==> src/hdl/eigenvalue_sign_stats_check_core_assert.svh <==
// Assertion macros for the eigenvalue sign statistics check core
`ifndef EIGENVALUE_SIGN_STATS_CHECK_CORE_ASSERT_SVH
`define EIGENVALUE_SIGN_STATS_CHECK_CORE_ASSERT_SVH

// same-cycle implication, disabled while in reset
`define ESC_ASSERT_IMP(name, clk, rstn, pre, post, msg) \
  name: assert property (@(posedge clk) disable iff (!rstn) (pre) |-> (post)) \
    else $error(msg);

// next-cycle implication, disabled while in reset
`define ESC_ASSERT_NXT(name, clk, rstn, pre, post, msg) \
  name: assert property (@(posedge clk) disable iff (!rstn) (pre) |=> (post)) \
    else $error(msg);

`endif

==> src/hdl/esc_pkg.sv <==
// Shared types and constants for the eigenvalue sign statistics check
`timescale 1ns / 1ps
`default_nettype none

package esc_pkg;

  localparam int unsigned VALUE_WIDTH_DEF = 32;
  localparam int unsigned SUM_WIDTH_DEF   = 48;

  // ratio tolerance is unsigned Q8.16
  localparam int unsigned TOL_W    = 24;
  localparam int unsigned TOL_FRAC = 16;
  localparam logic [TOL_W-1:0] TOL_RESET = 24'd655;

  localparam int unsigned CFG_IDX_W  = 1;
  localparam int unsigned CFG_DATA_W = TOL_W;

  typedef enum logic [CFG_IDX_W-1:0] {
    CFG_TRUNC_MODE = 1'b0,
    CFG_RATIO_TOL  = 1'b1
  } cfg_idx_e;

  typedef enum logic {
    TRUNC_ZERO = 1'b0,
    TRUNC_ABS  = 1'b1
  } trunc_mode_e;

  // control for one step of the set accumulator
  typedef struct packed {
    logic load;
    logic last;
  } step_ctl_t;

endpackage

`default_nettype wire

==> src/hdl/esc_accum.sv <==
// Set accumulator: truncation, min/max tracking and saturating sign sums
`timescale 1ns / 1ps
`default_nettype none

module esc_accum #(
  parameter int unsigned VALUE_WIDTH = esc_pkg::VALUE_WIDTH_DEF,
  parameter int unsigned SUM_WIDTH   = esc_pkg::SUM_WIDTH_DEF
) (
  input  logic                          clk_i,
  input  logic                          rst_ni,
  input  esc_pkg::step_ctl_t            ctl_i,
  input  esc_pkg::trunc_mode_e          mode_i,
  input  logic signed [VALUE_WIDTH-1:0] value_i,
  output logic        [VALUE_WIDTH-2:0] trunc_o,
  output logic signed [VALUE_WIDTH-1:0] min_o,
  output logic        [VALUE_WIDTH-2:0] max_o,
  output logic        [SUM_WIDTH-2:0]   pos_o,
  output logic        [SUM_WIDTH-1:0]   neg_o
);

  localparam int unsigned ACC_W = ((SUM_WIDTH > VALUE_WIDTH) ? SUM_WIDTH : VALUE_WIDTH) + 1;
  localparam logic [SUM_WIDTH-2:0] POS_MAX = '1;
  localparam logic [SUM_WIDTH-1:0] NEG_MAX = {1'b1, {(SUM_WIDTH-1){1'b0}}};
  localparam logic [VALUE_WIDTH-2:0] TRUNC_MAX = '1;

  logic signed [VALUE_WIDTH-1:0] min_q, min_d;
  logic        [VALUE_WIDTH-2:0] max_q, max_d;
  logic        [SUM_WIDTH-2:0]   pos_q, pos_d;
  logic        [SUM_WIDTH-1:0]   neg_q, neg_d;

  logic [VALUE_WIDTH-1:0] val_u;
  logic [VALUE_WIDTH-1:0] mag;
  logic                   is_pos;
  logic [ACC_W-1:0]       pos_sum;
  logic [ACC_W-1:0]       neg_sum;

  assign val_u  = value_i;
  assign is_pos = !val_u[VALUE_WIDTH-1] && (|val_u);
  // magnitude; the most negative value maps to 2^(VALUE_WIDTH-1)
  assign mag    = is_pos ? val_u : (VALUE_WIDTH'(0) - val_u);

  assign pos_sum = ACC_W'(pos_q) + ACC_W'(mag);
  assign neg_sum = ACC_W'(neg_q) + ACC_W'(mag);

  always_comb begin
    if (is_pos) begin
      trunc_o = mag[VALUE_WIDTH-2:0];
    end else if (mode_i == esc_pkg::TRUNC_ABS) begin
      trunc_o = mag[VALUE_WIDTH-1] ? TRUNC_MAX : mag[VALUE_WIDTH-2:0];
    end else begin
      trunc_o = '0;
    end

    min_d = (value_i < min_q) ? value_i : min_q;
    max_d = (is_pos && (val_u[VALUE_WIDTH-2:0] > max_q)) ? val_u[VALUE_WIDTH-2:0] : max_q;

    pos_d = pos_q;
    neg_d = neg_q;
    if (is_pos) begin
      pos_d = (pos_sum > ACC_W'(POS_MAX)) ? POS_MAX : pos_sum[SUM_WIDTH-2:0];
    end else begin
      neg_d = (neg_sum > ACC_W'(NEG_MAX)) ? NEG_MAX : neg_sum[SUM_WIDTH-1:0];
    end
  end

  assign min_o = min_d;
  assign max_o = max_d;
  assign pos_o = pos_d;
  assign neg_o = neg_d;

  // state clears once the last word of a set has been folded in
  always_ff @(posedge clk_i or negedge rst_ni) begin
    if (!rst_ni) begin
      min_q <= '0;
      max_q <= '0;
      pos_q <= '0;
      neg_q <= '0;
    end else if (ctl_i.load) begin
      if (ctl_i.last) begin
        min_q <= '0;
        max_q <= '0;
        pos_q <= '0;
        neg_q <= '0;
      end else begin
        min_q <= min_d;
        max_q <= max_d;
        pos_q <= pos_d;
        neg_q <= neg_d;
      end
    end
  end

endmodule

`default_nettype wire

==> src/hdl/esc_ratio_chk.sv <==
// Tolerance check |neg| * 2^16 > tol * pos with a split, registered multiply
`timescale 1ns / 1ps
`default_nettype none

module esc_ratio_chk #(
  parameter int unsigned SUM_WIDTH = esc_pkg::SUM_WIDTH_DEF
) (
  input  logic                      clk_i,
  input  logic                      load_i,
  input  logic [esc_pkg::TOL_W-1:0] tol_i,
  input  logic [SUM_WIDTH-2:0]      pos_i,
  input  logic [SUM_WIDTH-1:0]      neg_i,
  output logic                      viol_o
);

  localparam int unsigned POS_W = SUM_WIDTH - 1;
  localparam int unsigned LO_W  = POS_W / 2;
  localparam int unsigned HI_W  = POS_W - LO_W;
  localparam int unsigned CMP_W = esc_pkg::TOL_W + POS_W;

  logic [esc_pkg::TOL_W+LO_W-1:0] pp_lo_q, pp_lo_d;
  logic [esc_pkg::TOL_W+HI_W-1:0] pp_hi_q, pp_hi_d;
  logic [CMP_W-1:0]               prod;
  logic [CMP_W-1:0]               lhs;

  assign pp_lo_d = (esc_pkg::TOL_W+LO_W)'(tol_i) * (esc_pkg::TOL_W+LO_W)'(pos_i[LO_W-1:0]);
  assign pp_hi_d = (esc_pkg::TOL_W+HI_W)'(tol_i) * (esc_pkg::TOL_W+HI_W)'(pos_i[POS_W-1:LO_W]);

  always_ff @(posedge clk_i) begin
    if (load_i) begin
      pp_lo_q <= pp_lo_d;
      pp_hi_q <= pp_hi_d;
    end
  end

  // a zero positive sum flags any nonzero negative sum, as the product is zero
  assign prod   = CMP_W'({pp_hi_q, {LO_W{1'b0}}}) + CMP_W'(pp_lo_q);
  assign lhs    = CMP_W'({neg_i, {esc_pkg::TOL_FRAC{1'b0}}});
  assign viol_o = lhs > prod;

endmodule

`default_nettype wire

==> src/hdl/eigenvalue_sign_stats_check_core.sv <==
// Eigenvalue sign statistics check: top level with pipeline and config registers
//
// Input channel (in_valid_i/in_ready_o) takes one signed eigenvalue word per
// cycle while in_ready_o is high, with end_of_set_i high on the last word of a set.
// Output channel (out_valid_o/out_ready_i) gives one result word per input word: the
// truncated value, plus on the last word of a set the min, max, both sums and
// the tolerance flag (all zero on other words).
// Pipeline: input register, accumulate, partial products, result register.
// One word per cycle is sustained while the receiver takes results, set by the
// single accumulate stage that folds each word in.
// When the receiver stalls the four stages fill and in_ready_o drops only
// once every stage holds a word; it rises again in the cycle output is taken.
// Configuration (cfg_we_i, cfg_idx_i, cfg_data_i) is written by the user only while idle;
// the block does not enforce it. Reset empties the pipeline, clears the set statistics,
// sets truncate mode to zero-clamp and the ratio tolerance to 655 (about 0.01 in Q8.16).
`timescale 1ns / 1ps
`default_nettype none
`include "eigenvalue_sign_stats_check_core_assert.svh"

module eigenvalue_sign_stats_check_core #(
  parameter int unsigned VALUE_WIDTH = esc_pkg::VALUE_WIDTH_DEF,
  parameter int unsigned SUM_WIDTH   = esc_pkg::SUM_WIDTH_DEF
) (
  input  logic                           clk_i,
  input  logic                           rst_ni,
  input  logic                           cfg_we_i,
  input  logic [esc_pkg::CFG_IDX_W-1:0]  cfg_idx_i,
  input  logic [esc_pkg::CFG_DATA_W-1:0] cfg_data_i,
  input  logic                           in_valid_i,
  output logic                           in_ready_o,
  input  logic signed [VALUE_WIDTH-1:0]  eigen_value_i,
  input  logic                           end_of_set_i,
  output logic                           out_valid_o,
  input  logic                           out_ready_i,
  output logic        [VALUE_WIDTH-2:0]  truncated_value_o,
  output logic                           set_done_o,
  output logic signed [VALUE_WIDTH-1:0]  most_negative_o,
  output logic        [VALUE_WIDTH-2:0]  most_positive_o,
  output logic        [SUM_WIDTH-2:0]    positive_total_o,
  output logic signed [SUM_WIDTH-1:0]    negative_total_o,
  output logic                           tolerance_violated_o
);

  // configuration
  esc_pkg::trunc_mode_e      mode_q;
  logic [esc_pkg::TOL_W-1:0] tol_q;

  always_ff @(posedge clk_i or negedge rst_ni) begin
    if (!rst_ni) begin
      mode_q <= esc_pkg::TRUNC_ZERO;
      tol_q  <= esc_pkg::TOL_RESET;
    end else if (cfg_we_i) begin
      unique case (esc_pkg::cfg_idx_e'(cfg_idx_i))
        esc_pkg::CFG_TRUNC_MODE: mode_q <= esc_pkg::trunc_mode_e'(cfg_data_i[0]);
        esc_pkg::CFG_RATIO_TOL:  tol_q  <= cfg_data_i[esc_pkg::TOL_W-1:0];
        default: ;
      endcase
    end
  end

  // pipeline valids and enables
  logic a_vld_q, b_vld_q, c_vld_q, d_vld_q;
  logic a_en, b_en, c_en, d_en;
  logic b_adv;

  assign d_en  = !d_vld_q || out_ready_i;
  assign c_en  = !c_vld_q || (d_en && c_vld_q);
  assign b_en  = !b_vld_q || (c_en && b_vld_q);
  assign a_en  = !a_vld_q || (b_en && a_vld_q);
  assign b_adv = a_vld_q && b_en;

  assign in_ready_o  = a_en;
  assign out_valid_o = d_vld_q;

  always_ff @(posedge clk_i or negedge rst_ni) begin
    if (!rst_ni) begin
      a_vld_q <= 1'b0;
      b_vld_q <= 1'b0;
      c_vld_q <= 1'b0;
      d_vld_q <= 1'b0;
    end else begin
      if (a_en) begin
        a_vld_q <= in_valid_i;
      end
      if (b_en) begin
        b_vld_q <= a_vld_q;
      end
      if (c_en) begin
        c_vld_q <= b_vld_q;
      end
      if (d_en) begin
        d_vld_q <= c_vld_q;
      end
    end
  end

  // stage A: input register
  logic signed [VALUE_WIDTH-1:0] a_val_q;
  logic                          a_last_q;

  always_ff @(posedge clk_i) begin
    if (a_en) begin
      a_val_q  <= eigen_value_i;
      a_last_q <= end_of_set_i;
    end
  end

  // stage B: accumulate
  esc_pkg::step_ctl_t            acc_ctl;
  logic        [VALUE_WIDTH-2:0] acc_trunc;
  logic signed [VALUE_WIDTH-1:0] acc_min;
  logic        [VALUE_WIDTH-2:0] acc_max;
  logic        [SUM_WIDTH-2:0]   acc_pos;
  logic        [SUM_WIDTH-1:0]   acc_neg;

  assign acc_ctl.load = b_adv;
  assign acc_ctl.last = a_last_q;

  esc_accum #(
    .VALUE_WIDTH(VALUE_WIDTH),
    .SUM_WIDTH  (SUM_WIDTH)
  ) u_accum (
    .clk_i  (clk_i),
    .rst_ni (rst_ni),
    .ctl_i  (acc_ctl),
    .mode_i (mode_q),
    .value_i(a_val_q),
    .trunc_o(acc_trunc),
    .min_o  (acc_min),
    .max_o  (acc_max),
    .pos_o  (acc_pos),
    .neg_o  (acc_neg)
  );

  logic        [VALUE_WIDTH-2:0] b_trunc_q;
  logic                          b_last_q;
  logic signed [VALUE_WIDTH-1:0] b_min_q;
  logic        [VALUE_WIDTH-2:0] b_max_q;
  logic        [SUM_WIDTH-2:0]   b_pos_q;
  logic        [SUM_WIDTH-1:0]   b_neg_q;

  always_ff @(posedge clk_i) begin
    if (b_en) begin
      b_trunc_q <= acc_trunc;
      b_last_q  <= a_last_q;
      b_min_q   <= acc_min;
      b_max_q   <= acc_max;
      b_pos_q   <= acc_pos;
      b_neg_q   <= acc_neg;
    end
  end

  // stage C: partial products of tol * pos
  logic        [VALUE_WIDTH-2:0] c_trunc_q;
  logic                          c_last_q;
  logic signed [VALUE_WIDTH-1:0] c_min_q;
  logic        [VALUE_WIDTH-2:0] c_max_q;
  logic        [SUM_WIDTH-2:0]   c_pos_q;
  logic        [SUM_WIDTH-1:0]   c_neg_q;
  logic                          c_viol;

  always_ff @(posedge clk_i) begin
    if (c_en) begin
      c_trunc_q <= b_trunc_q;
      c_last_q  <= b_last_q;
      c_min_q   <= b_min_q;
      c_max_q   <= b_max_q;
      c_pos_q   <= b_pos_q;
      c_neg_q   <= b_neg_q;
    end
  end

  esc_ratio_chk #(
    .SUM_WIDTH(SUM_WIDTH)
  ) u_ratio_chk (
    .clk_i (clk_i),
    .load_i(c_en),
    .tol_i (tol_q),
    .pos_i (b_pos_q),
    .neg_i (c_neg_q),
    .viol_o(c_viol)
  );

  // stage D: result register; statistics only on the last word of a set
  logic        [VALUE_WIDTH-2:0] out_trunc_q;
  logic                          out_done_q;
  logic signed [VALUE_WIDTH-1:0] out_min_q;
  logic        [VALUE_WIDTH-2:0] out_max_q;
  logic        [SUM_WIDTH-2:0]   out_pos_q;
  logic signed [SUM_WIDTH-1:0]   out_neg_q;
  logic                          out_viol_q;

  always_ff @(posedge clk_i) begin
    if (d_en) begin
      out_trunc_q <= c_trunc_q;
      out_done_q  <= c_last_q;
      out_min_q   <= c_last_q ? c_min_q : '0;
      out_max_q   <= c_last_q ? c_max_q : '0;
      out_pos_q   <= c_last_q ? c_pos_q : '0;
      out_neg_q   <= c_last_q ? signed'(SUM_WIDTH'(0) - c_neg_q) : '0;
      out_viol_q  <= c_last_q && c_viol;
    end
  end

  assign truncated_value_o    = out_trunc_q;
  assign set_done_o           = out_done_q;
  assign most_negative_o      = out_min_q;
  assign most_positive_o      = out_max_q;
  assign positive_total_o     = out_pos_q;
  assign negative_total_o     = out_neg_q;
  assign tolerance_violated_o = out_viol_q;

  // input only backs up when every stage is full and the output is stalled
  `ESC_ASSERT_IMP(a_stall_only_when_full, clk_i, rst_ni, !in_ready_o, out_valid_o && !out_ready_i, "input stalled while result side free")
  `ESC_ASSERT_NXT(a_stall_keeps_word, clk_i, rst_ni, !in_ready_o, out_valid_o, "result word lost during stall")
  `ESC_ASSERT_IMP(a_zero_pos_flag, clk_i, rst_ni, out_valid_o && set_done_o && (positive_total_o == '0), tolerance_violated_o == (negative_total_o != '0), "flag wrong for zero positive sum")
  `ESC_ASSERT_IMP(a_neg_total_sign, clk_i, rst_ni, out_valid_o && set_done_o, (negative_total_o == '0) || negative_total_o[SUM_WIDTH-1], "negative sum above zero")

endmodule

`default_nettype wire
==> config.mk <==
export PLATFORM = sky130hd
export DESIGN_NAME = eigenvalue_sign_stats_check_core
export DESIGN_NICKNAME = d
export VERILOG_FILES = /design/src/hdl/esc_pkg.sv /design/src/hdl/esc_accum.sv /design/src/hdl/esc_ratio_chk.sv /design/src/hdl/eigenvalue_sign_stats_check_core.sv
export VERILOG_INCLUDE_DIRS = /design/src /design/src/hdl
export SDC_FILE = /design/constraint.sdc
export NUM_CORES = 2
export LEC_CHECK = 0
export ABC_AREA = 1
export BUFFER_PORTS_ARGS = -buffer_cell sky130_fd_sc_hd__clkbuf_2
export CORE_MARGIN = 5
export CORE_UTILIZATION = 57
export DETAILED_ROUTE_END_ITERATION = 10
export PLACE_DENSITY_LB_ADDON = 0.25
export SKIP_LAST_GASP = 1
export SYNTH_ARGS = -nofsm -noshare
export SYNTH_HDL_FRONTEND = slang
export SYNTH_SLANG_ARGS = --single-unit
==> constraint.sdc <==
create_clock -name clk_i -period 32.9 [get_ports clk_i]
set_clock_uncertainty 0.15 [all_clocks]
set_input_delay 1.645 -clock clk_i [delete_from_list [all_inputs] [get_ports clk_i]]
set_output_delay 1.645 -clock clk_i [all_outputs]
set_load 0.01 [all_outputs]
==> out/metrics.yaml <==
status:
  outcome: "finished clean"
worst_setup_path:
  crit_type: "reg2reg"
  critPathSlowestCell: "dfstp_2"
  cpMostUsedCell: "fa_1"
  endpoint_kind: "register"
  crit_path_start_kind: "register"
  cp.arrival_ns: 8.41
  worstPathRequired_ns: 33.21
  cpPeakStageDelay_ns: 0.93
  crit_fanout: 25
  path_delay_family: "adder cells"
  cp_cell_sequence: "buf_4 -> nand2_1 -> fa_1 -> fa_1 -> inv_1 -> fa_1 -> fa_1 -> fa_1 -> fa_1 -> inv_1 -> fa_1 -> inv_1 -> ha_1 -> a21oi_1 -> inv_1 -> a31oi_1 -> o21ai_0 -> a211oi_1 -> o21ai_0 -> a21oi_1 -> o21ai_0 -> xor2_1"
  cp_num_buf_inv: 5
floorplan:
  initial_core_util_pct: 57.4
  die_w_um: 390
  core_area_um2: 144000
  io_pins: 256
  die_h_um: 390
  rows: 139
  die_area_um2: 152000
detailed_routing:
  wl_per_cell_um: 20.3
  drc_errors: 0
  num_vias: 64613
  postRouteAntennaNets: 0
  wirelength_mm: 238
  viasPerCell: 5.51
  drtPass1Iterations: 9
  drt_iter0_drc: 6443
timing:
  setup_viol_count_final: 0
  max_freq_mhz: 123
  setup_tns_ns: 0
  fin_crit_sh_pct: 24.6
  rsz0062_at_grt: "no"
  period_needed_ns: 8.10
  max_slew_margin_pct: 11.1
  slew_viol_final: 0
  worst_pin_slew_ns: 1.33
  final_hold_viol_count: 0
final_layout:
  n_fill_cell: 12331
  nNetsFinal: 11301
  fin_util_pct: 61.9
  drive_gt1_share_pct: 6.70
  area_delta_synth_final_pct: 7.88
placed_design:
  gp_congestion: 0.963
  dp_hpwl_mm: 178
  port_buffers: 255
synthesis:
  yosysMostFrequentCell: "nand2_1"
  yosys-top-cells-count: "2563 x nand2_1, 2321 x inv_1, 944 x fa_1"
  syn-mean-instance-area_um2: 8.57
  synth_top_area_share_pct: 25.5
  ys_types: 60
  synth_ff_type: "edfxtp_1"
  synth_seq_area_share_pct: 31.2
  synth_edf_count: 699
  synth_nets: 11171
  synth_area_um2: 82400
  synth_cells: 9617
  yosysWarnings: 0
  yosysTopAreaCell: "edfxtp_1"
  synth-seq-cells: 886
  async_reset_ff_share_pct: 21.1
  synth_area_leaders: "edfxtp_1 25%, fa_1 23%, nand2_1 12%, inv_1 11%, ha_1 8.3%"
clocking:
  cts_tree: "done"
  cts_root_buf: "clkbuf_16"
  path_clk_slew_ns: 0.09
  ctsResizeCount: 0
  clkSinkCount: 886
  h-tree-depth: 3
  cts_hold_buf: 0
  cts_buffers: 94
  cts_buffer_depth: 3
  clock_latency_ns: 0.72
  postCtsSetupBuffers: 0
grt:
  grt_overflow_total: 0
  grt_first_pass_wirelength_mm: 371
  met1_usage_pct: 43.6
  grt_busiest_layer: "met2"
  grt_max_degree: 138
  antenna_found_initial: 12
  gr-usage-met3_pct: 5.45
  grt_usage_pct: 31.4
  grt_pass1_vias: 65994
  use_met2_pct: 50.2
job:
  maxCapViolCount: 0
min_path:
  hold_path.class: "reg2reg"
## metrics by stage
step / hold WS (ns) / cells / setup WS (ns) / cell area (µm²)
2_1_floorplan: 0.250 / 9617 / 17.16 / 82400
3_3_place_gp: 0.251 / 11554 / 24.89 / 85600
3_5_place_dp: 0.255 / 11554 / 24.87 / 85600
4_1_cts: 0.238 / 11731 / 24.89 / 88900
5_1_grt: 0.253 / 11731 / 24.39 / 88900
6_report: 0.240 / 11732 / 24.80 / 88900
## layout by cell type (no fill, tap or decap), types with 102 or more instances in the layout
master / instances
a21oi_1: 337
buf_4: 102
clkbuf_2: 254
dfrtp_1: 171
edfxtp_1: 699
fa_1: 944
ha_1: 547
inv_1: 2318
nand2_1: 2561
nand3_1: 255
nor2_1: 452
o21ai_0: 219
xor2_1: 131
## cell families (layout without fill, tap and decap cells)
logic type                 after synthesis  count (layout)  synth area share [%]
AOI/OAI and AO/OA                      768             768                  5.21
xor gates and xnor gates               207             207                  2.20
adders and majority gates             1491            1491                  31.2
buffers and inverters                 2650            2861                  12.2
DFF                                    886             886                  31.2
muxes                                   23              23                 0.314
other                                    0               1                     0
and+or+nand+nor                       3592            3592                  17.7
## final timing paths
| path | endpoint | cells after the start | slack, ns | from |
|---|---|---|---|---|
| setup reg to reg | u_ratio_chk.pp_hi_q[44] | 22 | 24.80 | tol_q[1] |
| setup / recovery | u_ratio_chk.pp_hi_q[44] | 22 | 24.80 | tol_q[1] |
| hold / removal | truncated_value_o[8] | 0 | 0.24 | c_trunc_q[8] |
| min in group asynchronous | u_accum.min_q[8] | 1 | 0.86 | rst_ni |
| hold reg to reg | truncated_value_o[8] | 0 | 0.24 | c_trunc_q[8] |
| max in group asynchronous | u_accum.neg_q[9] | 2 | 30.25 | rst_ni |
## final cells by class
| class | instances | area, µm² | share of cell area [%] |
|---|---|---|---|
| antenna | 1 | 2.50 | 0.00281 |
| clock buffer | 108 | 2490 | 2.80 |
| clock inverter | 69 | 785 | 0.882 |
| inverter | 2327 | 8760 | 9.85 |
| multi-input combinational | 6081 | 46700 | 52.6 |
| sequential | 886 | 25700 | 28.9 |
| tap | 1903 | 2380 | 2.68 |
| timing repair buffer | 357 | 2050 | 2.31 |
## sequential cells by signal, indices dropped and copies added, names as in the netlist, 32 cells and up
| name | flops |
|---|---|
| a_val_q | 32 |
| b_min_q | 32 |
| b_neg_q | 48 |
| b_pos_q | 47 |
| c_min_q | 32 |
| c_neg_q | 48 |
| c_pos_q | 47 |
| most_negative_o | 32 |
| negative_total_o | 48 |
| positive_total_o | 47 |
| u_accum.min_q | 32 |
| u_accum.neg_q | 48 |
| u_accum.pos_q | 47 |
| u_ratio_chk.pp_hi_q | 48 |
| u_ratio_chk.pp_lo_q | 47 |
## layer usage
layer / vias up / part of all wire, %
met2: 3051 / 46
met5: - / 0.0097
met1: 31540 / 40
li1: 29448 / -
met4: 4 / 4.2
met3: 570 / 9.7
Power is left out: the tool's default activity adds up to more than one toggle a clock period on the data nets, which glitch-free logic cannot reach.
